==> src/design/slms_pkg.sv <==
// Shared types and constants for the status LED mode sequencer.
`default_nettype none

package slms_pkg;

  // Display modes, encoded as shown on the result channel.
  typedef enum logic [2:0] {
    MODE_SLEEP       = 3'd0,
    MODE_LOCK        = 3'd1,
    MODE_MENU        = 3'd2,
    MODE_SUCCESS     = 3'd3,
    MODE_CONNECTING  = 3'd4,
    MODE_ADVERTISING = 3'd5,
    MODE_REST        = 3'd6
  } mode_t;

  // Register word indexes on the APB port.
  typedef enum logic [2:0] {
    REG_LOW_BATTERY  = 3'd0,
    REG_CONNECTING   = 3'd1,
    REG_ADVERTISING  = 3'd2,
    REG_STEP         = 3'd3,
    REG_FLASH_COUNT  = 3'd4,
    REG_USER_WINDOW  = 3'd5,
    REG_PULSE        = 3'd6,
    REG_PULSE_PERIOD = 3'd7
  } reg_idx_t;

  localparam int unsigned ApbAddrWidth = 5;
  localparam int unsigned ApbDataWidth = 32;

  localparam logic [6:0]  LowBatteryReset  = 7'd10;
  localparam logic [15:0] ConnectingReset  = 16'd4000;
  localparam logic [15:0] AdvertisingReset = 16'd60000;
  localparam logic [15:0] StepReset        = 16'd1000;
  localparam logic [3:0]  FlashCountReset  = 4'd3;
  localparam logic [15:0] UserWindowReset  = 16'd9000;
  localparam logic [15:0] PulseReset       = 16'd60;
  localparam logic [15:0] PulsePeriodReset = 16'd10000;

  localparam logic [15:0] AgeMax      = 16'hFFFF;
  localparam logic [7:0]  PhaseMax    = 8'd255;
  localparam logic [7:0]  PhaseWrap   = 8'd254;

  typedef struct packed {
    logic       usb_on;
    logic       link_connected;
    logic       slot_open;
    logic [2:0] profile_number;
    logic       caps_lock;
    logic       num_lock;
    logic [6:0] battery_percent;
    logic       sleeping;
    logic       menu_active;
    logic       success_request;
    logic       user_action;
    logic       episode_restart;
  } tick_item_t;

  typedef struct packed {
    logic       blue_on;
    logic       red_led;
    logic [2:0] shown_mode;
  } led_item_t;

endpackage

`default_nettype wire

==> src/design/slms_if.sv <==
// Valid/ready channel interfaces for tick items and LED result items.
`default_nettype none

interface slms_tick_if import slms_pkg::*; ();
  logic       valid;
  logic       ready;
  tick_item_t item;

  modport source (output valid, output item, input ready);
  modport sink (input valid, input item, output ready);
endinterface

interface slms_led_if import slms_pkg::*; ();
  logic      valid;
  logic      ready;
  led_item_t item;

  modport source (output valid, output item, input ready);
  modport sink (input valid, input item, output ready);
endinterface

`default_nettype wire

==> src/design/status_led_mode_sequencer_top.sv <==
// Status LED mode sequencer: input register, one-pass mode logic, result register.
//
// Usage: one tick item per millisecond arrives on the tick channel (valid/ready).
// It carries link, host and battery status. For every accepted tick the block
// returns exactly one item on the status channel: blue_on, red_led and the
// shown mode (sleep, lock, menu, success, connecting, advertising, rest).
// A tick is registered in the input register; the mode logic then writes state
// and the result register in one pass. Throughput: one item per clock while
// status.ready is high. The input register refills while the result register
// is being drained, so both stages keep moving; when the receiver stalls, the
// result holds, the input register holds the next tick, and tick.ready drops
// only once both are full.
// Reset (rst, synchronous, active high): both stages empty, mode = rest, all
// timers and edge-detect flags zero, user-action age saturated (window
// expired), registers at their defaults (10, 4000, 60000, 1000, 3, 9000, 60,
// 10000). Registers are written over APB (word index = paddr[4:2]); the user must
// write them only while idle, and the block itself does not enforce this. pready
// is tied high and reads return the register value.
`default_nettype none

module status_led_mode_sequencer_top import slms_pkg::*; (
  input  wire logic                    clk,
  input  wire logic                    rst,
  slms_tick_if.sink                    tick,
  slms_led_if.source                   status,
  input  wire logic                    psel,
  input  wire logic                    penable,
  input  wire logic                    pwrite,
  input  wire logic [ApbAddrWidth-1:0] paddr,
  input  wire logic [ApbDataWidth-1:0] pwdata,
  output logic      [ApbDataWidth-1:0] prdata,
  output logic                         pready
);

  // ---------------- configuration registers ----------------
  logic [6:0]  low_battery_percent;
  logic [15:0] reconnect_ms;
  logic [15:0] advertising_ms;
  logic [15:0] step_ms;
  logic [3:0]  flash_count;
  logic [15:0] user_window_ms;
  logic [15:0] pulse_ms;
  logic [15:0] pulse_period_ms;

  reg_idx_t reg_sel;
  logic     reg_write;

  assign pready    = 1'b1;
  assign reg_sel   = reg_idx_t'(paddr[ApbAddrWidth-1:2]);
  assign reg_write = psel && penable && pwrite;

  always_ff @(posedge clk) begin
    if (rst) begin
      low_battery_percent <= LowBatteryReset;
      reconnect_ms        <= ConnectingReset;
      advertising_ms      <= AdvertisingReset;
      step_ms             <= StepReset;
      flash_count         <= FlashCountReset;
      user_window_ms      <= UserWindowReset;
      pulse_ms            <= PulseReset;
      pulse_period_ms     <= PulsePeriodReset;
    end else if (reg_write) begin
      unique case (reg_sel)
        REG_LOW_BATTERY:  low_battery_percent <= pwdata[6:0];
        REG_CONNECTING:   reconnect_ms        <= pwdata[15:0];
        REG_ADVERTISING:  advertising_ms      <= pwdata[15:0];
        REG_STEP:         step_ms             <= pwdata[15:0];
        REG_FLASH_COUNT:  flash_count         <= pwdata[3:0];
        REG_USER_WINDOW:  user_window_ms      <= pwdata[15:0];
        REG_PULSE:        pulse_ms            <= pwdata[15:0];
        REG_PULSE_PERIOD: pulse_period_ms     <= pwdata[15:0];
        default: ;
      endcase
    end
  end

  always_comb begin
    prdata = '0;
    unique case (reg_sel)
      REG_LOW_BATTERY:  prdata[6:0]  = low_battery_percent;
      REG_CONNECTING:   prdata[15:0] = reconnect_ms;
      REG_ADVERTISING:  prdata[15:0] = advertising_ms;
      REG_STEP:         prdata[15:0] = step_ms;
      REG_FLASH_COUNT:  prdata[3:0]  = flash_count;
      REG_USER_WINDOW:  prdata[15:0] = user_window_ms;
      REG_PULSE:        prdata[15:0] = pulse_ms;
      REG_PULSE_PERIOD: prdata[15:0] = pulse_period_ms;
      default:          prdata       = '0;
    endcase
  end

  // ---------------- pipeline control ----------------
  logic       in_valid;   // input register holds a tick
  tick_item_t in_item;
  logic       out_valid;  // result register holds an item
  led_item_t  out_item;
  logic       out_free;   // result register can take a new item this cycle
  logic       step_fire;  // tick moves from input register into the mode logic

  assign out_free   = !out_valid || status.ready;
  assign step_fire  = in_valid && out_free;
  assign tick.ready = !in_valid || out_free;

  assign status.valid = out_valid;
  assign status.item  = out_item;

  always_ff @(posedge clk) begin
    if (rst) begin
      in_valid <= 1'b0;
    end else if (tick.ready) begin
      in_valid <= tick.valid;
    end
  end

  always_ff @(posedge clk) begin
    if (tick.ready && tick.valid) begin
      in_item <= tick.item;
    end
  end

  // ---------------- sequencer state ----------------
  mode_t       current_mode;
  logic [15:0] step_age;
  logic [7:0]  phase_count;
  logic [15:0] pulse_position;
  logic [15:0] episode_age;
  logic [15:0] user_action_age;
  logic        last_connected;
  logic        last_open;
  logic        last_usb;
  logic [2:0]  last_profile;

  mode_t       current_mode_next;
  logic [15:0] step_age_next;
  logic [7:0]  phase_count_next;
  logic [15:0] pulse_position_next;
  logic [15:0] episode_age_next;
  logic [15:0] user_action_age_next;
  led_item_t   out_item_next;

  // Working values of the tick being evaluated.
  logic        flash_trigger;
  logic        success_done;
  logic        new_episode;
  logic        mode_change;
  logic        in_window;
  logic [15:0] user_age_now;
  logic [15:0] episode_now;
  logic [15:0] step_now;
  logic [7:0]  phase_now;
  logic [15:0] pulse_now;
  logic [16:0] step_inc;
  logic [16:0] pulse_inc;
  logic [16:0] pulse_end;
  mode_t       target;
  logic        blue;
  logic        red;

  always_comb begin
    user_age_now = (in_item.user_action || in_item.episode_restart) ? '0 : user_action_age;

    flash_trigger = in_item.success_request || (in_item.link_connected && !last_connected);
    new_episode  = !in_item.link_connected &&
                   (last_connected || (in_item.slot_open != last_open) ||
                    (in_item.profile_number != last_profile) ||
                    (last_usb && !in_item.usb_on));
    success_done = phase_count >= {3'b000, flash_count, 1'b0};

    // Episode clock restarts on an explicit restart, a new disconnected
    // episode, or a success flash that finishes while disconnected.
    if (in_item.episode_restart || new_episode ||
        ((current_mode == MODE_SUCCESS) && !flash_trigger &&
         !in_item.link_connected && success_done)) begin
      episode_now = '0;
    end else begin
      episode_now = episode_age;
    end

    in_window = !in_item.usb_on || (user_age_now < user_window_ms);

    priority if (in_item.sleeping) begin
      target = MODE_SLEEP;
    end else if (in_item.menu_active) begin
      target = MODE_MENU;
    end else if (flash_trigger || ((current_mode == MODE_SUCCESS) && !success_done)) begin
      target = MODE_SUCCESS;
    end else if (!in_item.link_connected && in_window && in_item.slot_open &&
                 (episode_now < advertising_ms)) begin
      target = MODE_ADVERTISING;
    end else if (!in_item.link_connected && in_window && !in_item.slot_open &&
                 (episode_now < reconnect_ms)) begin
      target = MODE_CONNECTING;
    end else if (in_item.usb_on) begin
      target = MODE_LOCK;
    end else begin
      target = MODE_REST;
    end

    // Mode entry (or a success restart) clears the mode timers.
    mode_change = (target != current_mode) || (flash_trigger && (current_mode == MODE_SUCCESS));
    step_now    = mode_change ? '0 : step_age;
    phase_now   = mode_change ? '0 : phase_count;
    pulse_now   = mode_change ? '0 : pulse_position;
    pulse_end   = {1'b0, pulse_now} + {1'b0, pulse_ms};

    blue = 1'b0;
    red  = 1'b0;
    unique case (target)
      MODE_SLEEP: begin
        blue = 1'b0;
        red  = 1'b0;
      end
      MODE_LOCK: begin
        blue = in_item.num_lock;
        red  = in_item.caps_lock;
      end
      MODE_MENU: begin
        blue = 1'b1;
        red  = 1'b1;
      end
      MODE_SUCCESS: begin
        blue = phase_now[0];
        red  = phase_now[0];
      end
      MODE_CONNECTING: begin
        if (phase_now != '0) begin
          blue = phase_now[0];
          red  = !phase_now[0];
        end
      end
      MODE_ADVERTISING: begin
        blue = phase_now[0];
      end
      MODE_REST: begin
        if (in_item.battery_percent <= low_battery_percent) begin
          red = pulse_end >= {1'b0, pulse_period_ms};
        end
      end
      default: ;
    endcase

    out_item_next.blue_on    = blue;
    out_item_next.red_led    = red;
    out_item_next.shown_mode = target;

    // End of tick: timers advance one millisecond; phase advances once per step.
    current_mode_next    = target;
    episode_age_next     = (episode_now == AgeMax) ? AgeMax : episode_now + 16'd1;
    user_action_age_next = (user_age_now == AgeMax) ? AgeMax : user_age_now + 16'd1;

    step_inc = {1'b0, step_now} + 17'd1;
    if (step_inc >= {1'b0, step_ms}) begin
      step_age_next    = '0;
      phase_count_next = (phase_now == PhaseMax) ? PhaseWrap : phase_now + 8'd1;
    end else begin
      step_age_next    = step_inc[15:0];
      phase_count_next = phase_now;
    end

    pulse_inc = {1'b0, pulse_now} + 17'd1;
    if (pulse_inc >= {1'b0, pulse_period_ms}) begin
      pulse_position_next = '0;
    end else begin
      pulse_position_next = pulse_inc[15:0];
    end
  end

  always_ff @(posedge clk) begin
    if (rst) begin
      current_mode    <= MODE_REST;
      step_age        <= '0;
      phase_count     <= '0;
      pulse_position  <= '0;
      episode_age     <= '0;
      user_action_age <= AgeMax;
      last_connected  <= 1'b0;
      last_open       <= 1'b0;
      last_usb        <= 1'b0;
      last_profile    <= '0;
    end else if (step_fire) begin
      current_mode    <= current_mode_next;
      step_age        <= step_age_next;
      phase_count     <= phase_count_next;
      pulse_position  <= pulse_position_next;
      episode_age     <= episode_age_next;
      user_action_age <= user_action_age_next;
      last_connected  <= in_item.link_connected;
      last_open       <= in_item.slot_open;
      last_usb        <= in_item.usb_on;
      last_profile    <= in_item.profile_number;
    end
  end

  always_ff @(posedge clk) begin
    if (rst) begin
      out_valid <= 1'b0;
    end else if (out_free) begin
      out_valid <= in_valid;
    end
  end

  always_ff @(posedge clk) begin
    if (step_fire) begin
      out_item <= out_item_next;
    end
  end

endmodule

`default_nettype wire

==> src/flat_wrapper.sv <==
// flat-port wrapper written by rule: the top's interface ports become plain ports
module status_led_mode_sequencer_top_flat import slms_pkg::*;
  (clk, rst, psel, penable, pwrite, paddr, pwdata, prdata, pready, tick_valid, tick_item, tick_ready, status_valid, status_item, status_ready);
  slms_tick_if tick_i ();
  slms_led_if status_i ();
  input  wire logic clk;
  input  wire logic rst;
  input  wire logic psel;
  input  wire logic penable;
  input  wire logic pwrite;
  input  wire logic [ApbAddrWidth-1:0] paddr;
  input  wire logic [ApbDataWidth-1:0] pwdata;
  output logic      [ApbDataWidth-1:0] prdata;
  output logic pready;
  input wire logic [$bits(tick_i.valid)-1:0] tick_valid;
  input wire logic [$bits(tick_i.item)-1:0] tick_item;
  output wire logic [$bits(tick_i.ready)-1:0] tick_ready;
  output wire logic [$bits(status_i.valid)-1:0] status_valid;
  output wire logic [$bits(status_i.item)-1:0] status_item;
  input wire logic [$bits(status_i.ready)-1:0] status_ready;
  assign tick_i.valid = tick_valid;
  assign tick_i.item = tick_item;
  assign tick_ready = tick_i.ready;
  assign status_valid = status_i.valid;
  assign status_item = status_i.item;
  assign status_i.ready = status_ready;
  status_led_mode_sequencer_top u_core (.clk(clk), .rst(rst), .tick(tick_i), .status(status_i), .psel(psel), .penable(penable), .pwrite(pwrite), .paddr(paddr), .pwdata(pwdata), .prdata(prdata), .pready(pready));
endmodule
==> config.mk <==
export PLATFORM = sky130hd
export DESIGN_NAME = status_led_mode_sequencer_top_flat
export DESIGN_NICKNAME = d
export VERILOG_FILES = /design/src/design/slms_pkg.sv /design/src/design/slms_if.sv /design/src/design/status_led_mode_sequencer_top.sv /design/src/flat_wrapper.sv
export SDC_FILE = /design/constraint.sdc
export NUM_CORES = 1
export LEC_CHECK = 0
export BUFFER_PORTS_ARGS = -buffer_cell sky130_fd_sc_hd__buf_2
export CORE_MARGIN = 2
export CORE_UTILIZATION = 55
export DETAILED_ROUTE_END_ITERATION = 7
export PLACE_DENSITY = 0.74
export RECOVER_POWER = 50
export REMOVE_ABC_BUFFERS = 1
export SYNTH_ARGS = -nofsm -noshare
export SYNTH_HDL_FRONTEND = slang
export SYNTH_SLANG_ARGS = --single-unit
==> constraint.sdc <==
create_clock -name clk -period 20 [get_ports clk]
set_input_delay 3 -clock clk [delete_from_list [all_inputs] [get_ports clk]]
set_output_delay 3 -clock clk [all_outputs]
set_load 0.03 [all_outputs]
[After elaboration in Yosys (flattened, before gate mapping)]
Cells that the tools add are included.
Widths: inputs -> output; s select.
Cells by class
  multiplexer cells: 25
  magnitude comparators: 8
  equality and inequality tests: 20
  reduce and logical (&&, ||, !) cells: 49
  add/sub/neg operators: 6
Operator list (number)
  $mux 16: 8
  $pmux 9 s6: 1
  $ge 17x16->1: 3
  $lt 16x16->1: 3
  $add 16x1->17 const B: 2
  $add 16x1->16 const B: 2
  $eq 16x16->1 const B: 2
  $pmux 4 s8: 1
  $mux 8: 3
  $eq 3x3->1 const B: 7
  $pmux 3 s7: 1
  $mux 3: 6
  $add 16x16->17: 1
  $logic_and 1x1->1: 17
  $reduce_and 2->1: 8
  $eq 3x2->1 const B: 5
  $logic_or 1x1->1: 12
  $logic_not 1->1: 9
  $add 8x1->8 const B: 1
  $eq 8x8->1 const B: 1
  $ge 8x5->1: 1
  $reduce_bool 8->1: 1
  $le 7x7->1: 1
  $eq 3x1->1 const B: 2
  other kinds (7): 10
Word-level totals
  input bits: 64
  bits in registers: 215
  logic and storage cells: 143

[Logic depth before layout (Yosys ltp)]
  depth in word-level cells: 23
  mapped depth: 44

[Worst setup path after synthesis]
OpenSTA, ideal clock, no wires.
  path type: reg2reg
  start point: register u_core.in_item[19] (netlist name)
  end point: register u_core.out_item (netlist bit u_core.status.item[3]) (data pin)
  library setup time: 0.263 ns
  path slack: 11.569 ns
  arrival: 8.168 ns
  path buffers: 7
  stages on the path, launching flop included: 42
  data required time: 19.737 ns
  cell sequence: edfxtp_1 buf_2 nor2b_1 or4_1 o21ai_1 o21a_1 clkbuf_1 clkbuf_1 and2_1 ha_1 o21ai_0 nor2_1 o41ai_1 o2111ai_1 or4_1 buf_2 nand3_1 o41ai_4 [6 not listed] fa_1 a21o_1 a21oi_1 o21bai_1 a21o_1 a21oi_1 o21ai_0 o41ai_1 inv_1 a21o_1 a21oi_1 xnor2_1 ha_1 a21oi_1 nor2b_1 a2111oi_0 a31oi_1 nand3b_1
Between the ends
  cells in the longest elaborated chain, start to end: 21
  elaborated cells on any way between the ends: 37
Ends and longest elaborated chain
  from (decl): line status_led_mode_sequencer_top.sv:94  | tick_item_t in_item;
  from (signal assigned): line status_led_mode_sequencer_top.sv:117  | in_item <= tick.item;
  $logic_not 1->1: line status_led_mode_sequencer_top.sv:166, status_led_mode_sequencer_top.sv:179
  $logic_and 1x1->1: line status_led_mode_sequencer_top.sv:166  | (last_usb && !in_item.usb_on));
  $logic_or 1x1->1: line status_led_mode_sequencer_top.sv:165  | (in_item.profile_number != last_profile) ||
  $logic_and 1x1->1: line status_led_mode_sequencer_top.sv:163  | new_episode = !in_item.link_connected &&
  $logic_or 1x1->1 (2 in a row): line status_led_mode_sequencer_top.sv:171  | if (in_item.episode_restart || new_episode ||
  $mux 16: line status_led_mode_sequencer_top.sv:171
  $lt 16x16->1: line status_led_mode_sequencer_top.sv:191  | (episode_now < reconnect_ms)) begin
  $logic_and 1x1->1: line status_led_mode_sequencer_top.sv:190  | end else if (!in_item.link_connected && in_window && !in_item.slot_open &&
  [5 not listed]
  $ne 3x3->1: line status_led_mode_sequencer_top.sv:200  | mode_change = (target != current_mode) || (flash_trigger && (current_mode == MODE_SUCCESS));
  $logic_or 1x1->1: line status_led_mode_sequencer_top.sv:200
  $mux 16: line status_led_mode_sequencer_top.sv:203  | pulse_now = mode_change ? '0 : pulse_position;
  $add 16x16->17: line status_led_mode_sequencer_top.sv:204  | pulse_end = {1'b0, pulse_now} + {1'b0, pulse_ms};
  $ge 17x16->1: line status_led_mode_sequencer_top.sv:236  | red = pulse_end >= {1'b0, pulse_period_ms};
  $mux 1: line status_led_mode_sequencer_top.sv:235  | if (in_item.battery_percent <= low_battery_percent) begin
  $pmux 1 s5 *: line status_led_mode_sequencer_top.sv:208  | unique case (target)
  net u_core.red: line status_led_mode_sequencer_top.sv:157  | logic red;
  to (signal assigned): line status_led_mode_sequencer_top.sv:304  | out_item <= out_item_next;
  to (decl): line status_led_mode_sequencer_top.sv:96  | led_item_t out_item;
Mark *: on every way through the listed nets, which the timed path passes. The rest lies on a longest branch.
A chain may end at the register's enable or synchronous reset.

[Worst setup path after layout]
  start point: register u_core.phase_count[7]
  end point: register u_core.step_age[13]
Between the ends
  cells in the longest elaborated chain, start to end: 17
  elaborated cells on any way between the ends: 22
Ends and longest elaborated chain
  from (decl): line status_led_mode_sequencer_top.sv:124  | logic [7:0] phase_count;
  from (signal assigned): line status_led_mode_sequencer_top.sv:283  | phase_count <= phase_count_next;
  $ge 8x5->1 *: line status_led_mode_sequencer_top.sv:167  | success_done = phase_count >= {3'b000, flash_count, 1'b0};
  $logic_and 1x1->1: line status_led_mode_sequencer_top.sv:173  | !in_item.link_connected && success_done)) begin
  $logic_or 1x1->1: line status_led_mode_sequencer_top.sv:171
  $mux 16: line status_led_mode_sequencer_top.sv:171
  $lt 16x16->1: line status_led_mode_sequencer_top.sv:191
  $logic_and 1x1->1: line status_led_mode_sequencer_top.sv:190
  $mux 3: line status_led_mode_sequencer_top.sv:190
  $mux 3: line status_led_mode_sequencer_top.sv:187  | end else if (!in_item.link_connected && in_window && in_item.slot_open &&
  $mux 3 *: line status_led_mode_sequencer_top.sv:185  | end else if (flash_trigger || ((current_mode == MODE_SUCCESS) && !success_done)) begin
  $mux 3 *: line status_led_mode_sequencer_top.sv:183  | end else if (in_item.menu_active) begin
  $mux 3 *: line status_led_mode_sequencer_top.sv:181  | priority if (in_item.sleeping) begin
  $ne 3x3->1 *: line status_led_mode_sequencer_top.sv:200
  $logic_or 1x1->1 *: line status_led_mode_sequencer_top.sv:200
  $mux 16 *: line status_led_mode_sequencer_top.sv:201  | step_now = mode_change ? '0 : step_age;
  $add 16x1->17 *: line status_led_mode_sequencer_top.sv:251  | step_inc = {1'b0, step_now} + 17'd1;
  $ge 17x16->1: line status_led_mode_sequencer_top.sv:252  | if (step_inc >= {1'b0, step_ms}) begin
  $mux 16 *: line status_led_mode_sequencer_top.sv:252
  to (signal assigned): line status_led_mode_sequencer_top.sv:282  | step_age <= step_age_next;
  to (decl): line status_led_mode_sequencer_top.sv:123  | logic [15:0] step_age;
Every way passes the cells marked *; elsewhere a longest branch is shown, timed or not.

==> metrics.cfg <==
[clock_network]
clockBufferDepth=3
post_cts_buffers=0
cts_htree_levels=1
cts_buffers=25
cts_tree=built
hold_buffers=0
clock_sinks=215
clk_pin_slew_worst_paths_ps=60
worstSkewPairLatency_ps=550
ctsResizeCount=0
root_buffer=clkbuf_16

[status]
failed_checks=max-capacitance violations, max-slew violations
status=finished with violations

[setup_path]
crit_start=u_core.phase_count[7]
worstSetupPathType=reg2reg
cpMaxStageDelayCell=nor3_1
cp_num_cells=36
cp.buffers_inverters=4
cp.required_ps=20410
cp-endpoint=u_core.step_age[13]
reg2reg_slack_ps=9580
timing.critical_path.max_delay_family=simple AND/OR/NAND/NOR gates
rr_endpoint=u_core.step_age[13]
cp_max_fo=38
cp.arrival_ps=10830
end_kind=flop
rr_startpoint=u_core.phase_count[7]
r2r_cells=36
startpoint_type=flop
cpPeakStageDelay_ps=1000

[flow_run]
drv_cap=4

[grt]
antenna_found_initial=1
grt_pass1_wl_mm=62.14
grt_overflow=0
first_global_vias=11970
grt.total_usage_pct=29.05
grt_max_degree=73

[placement]
port_buffers=68
routabilityCongestion=0.9045
hpwl_mm=28.74

[min_path]
hp-class=reg2reg

[logic_synthesis]
synth_edf_count=25
synth_ff_type=dfxtp_1
synth_area_per_cell_um2=7.803
seq_area_frac_synth_pct=32.81
syn-cell-area_um2=13880
synth_warnings=0
async_flop_share_pct=0
netlist-cell-type-count=77
ys_ff_latch=215
postSynthCellCount=1779

[die]
die-area_um2=26530
die_h_um=162.9
fp.dieW_um=162.9
placementRows=58
coreArea_um2=24960
start_util_pct=55.60
io_pins=104

[power]
p_per_area_nw_per_um2=68.44
p_leak_nw=6.060
p_total_mw=1.034
ir_drop_mv=0.07011

[layout]
final_common_cell=nand2_1
area_growth_pct=8.878
antenna_cells=0
drive_gt1_share_pct=7.407
final_nets=1983
layout_common_cells=279 x nand2_1, 190 x dfxtp_1, 168 x a21oi_1, 130 x inv_1, 126 x ha_1
fin_util_pct=60.54

[timing]
setup_viol=0
max-slew-margin-rel_pct=-145.7
min_period_ps=10420
fin_setup_tns_ps=0
drv_slew=249
final.setup_skew_ps=24.48
worstMarginPinSlew_ps=3685
fmax_ghz=0.09597
fin_crit_sh_pct=52.10
rsz0062_at_grt=no
hold_violations=0

[routing]
via_per_inst=6.018
drt-total-wl_mm=38.97
drt_iter0_markers=1020
postRouteAntennaNets=0
vias=12870
drtPass1Iterations=6
wl_per_cell_um=18.22
post-route-drc-count=0

-- worst min path at each step --
stage | start | endpoint | slack (ps) | depth (start not counted)
floorplan | u_core.last_usb | u_core.last_usb | 430 | 2
global placement | u_core.last_usb | u_core.last_usb | 440 | 2
detailed placement | u_core.reconnect_ms[15] | u_core.reconnect_ms[15] | 450 | 2
CTS | u_core.reconnect_ms[15] | u_core.reconnect_ms[15] | 460 | 2
global route | u_core.last_usb | u_core.last_usb | 470 | 2
finish | u_core.reconnect_ms[15] | u_core.reconnect_ms[15] | 460 | 2
-- cells in the mapped netlist (6+ instances only) --
library cell	number	area [um2]
dfxtp_1	190	3804
a221o_1	6	60.06
nor3_1	37	185.2
nor4_1	8	50.05
a221oi_1	14	122.6
nand2b_1	15	93.84
clkbuf_1	71	266.5
a31oi_1	11	68.82
nand4_1	21	131.4
a21oi_1	168	840.8
mux4_2	6	135.1
nand3b_1	16	120.1
nor2b_1	17	106.4
buf_2	10	50.05
a41oi_1	6	52.55
mux2i_1	17	170.2
o21ai_0	103	515.5
buf_1	9	33.78
a32o_1	6	60.06
a211oi_1	14	105.1
and3_1	29	181.4
nor2_1	115	431.7
o21bai_1	7	52.55
nand2_1	279	1047
buf_4	20	150.1
o211ai_1	37	277.8
xor2_1	8	70.07
nand3_1	73	365.4
xnor2_1	46	402.9
ha_1	126	1577
and2_1	36	225.2
a21o_1	12	90.09
inv_1	130	488.0
edfxtp_1	25	750.7
-- stage by stage --
step | std cells | instance area (um2) | hold WS, ps | setup WS [ps]
2_1_floorplan | 1682 | 13420 | 425.7 | 10900
3_3_place_gp | 2095 | 14300 | 438.6 | 9894
6_report | 2139 | 15110 | 458.3 | 9580
4_1_cts | 2139 | 15130 | 456.5 | 9730
3_5_place_dp | 2095 | 14300 | 448.0 | 9881
5_1_grt | 2139 | 15110 | 472.5 | 8762
-- registers in the layout (all words and copies together), names as in the netlist, 3 cells and up --
name / flops
u_core.episode_age: 16
u_core.step_age: 16
u_core.flash_count: 4
u_core.pulse_position: 16
u_core.pulse_ms: 16
u_core.status.item: 5
u_core.low_battery_percent: 7
u_core.last_profile: 3
u_core.in_item: 20
u_core.current_mode: 3
u_core.user_action_age: 16
u_core.phase_count: 8
u_core.step_ms: 16
u_core.pulse_period_ms: 16
u_core.reconnect_ms: 16
u_core.user_window_ms: 16
u_core.advertising_ms: 16
-- worst min-delay path, cell delays in order (launching register included) --
cell and delay (ps):
dfxtp_1 310, nand2_1 50, a21oi_1 50
-- kinds of logic after synthesis --
family | after synthesis | share of synthesized area [%]
compound gates | 441 | 19.90
xor+xnor | 54 | 3.407
fa+ha+maj | 127 | 11.50
buf+inv | 244 | 7.292
flops | 215 | 32.81
mux | 26 | 2.443
other cells | 2 | 0.05410
simple gates | 670 | 22.59
-- power by group --
part	switching, mW	internal, mW
registers	0.00925	0.448
logic	0.0761	0.0351
clock network	0.187	0.279
total	0.272	0.762
-- area by class of cell --
cell class,count,area (um2)
Fill cell,2222,9851
Sequential cell,215,4554
Timing Repair Buffer,83,436.7
Clock buffer,38,734.5
Inverter,132,495.5
Clock inverter,6,98.84
Multi-Input combinational cell,1335,8381
Tap cell,330,412.9
-- layer usage --
| metal | vias up | routed length [um] | global-route usage (%) |
|---|---|---|---|
| met2 | 479 | 18360 | 48.96 |
| met1 | 6043 | 16480 | 38.11 |
| met5 | - | 13 | 0 |
| met3 | 88 | 2745 | 4.100 |
| met4 | 2 | 1374 | 10.22 |
| li1 | 6261 | - | - |
(Power assumes the default switching activity.)
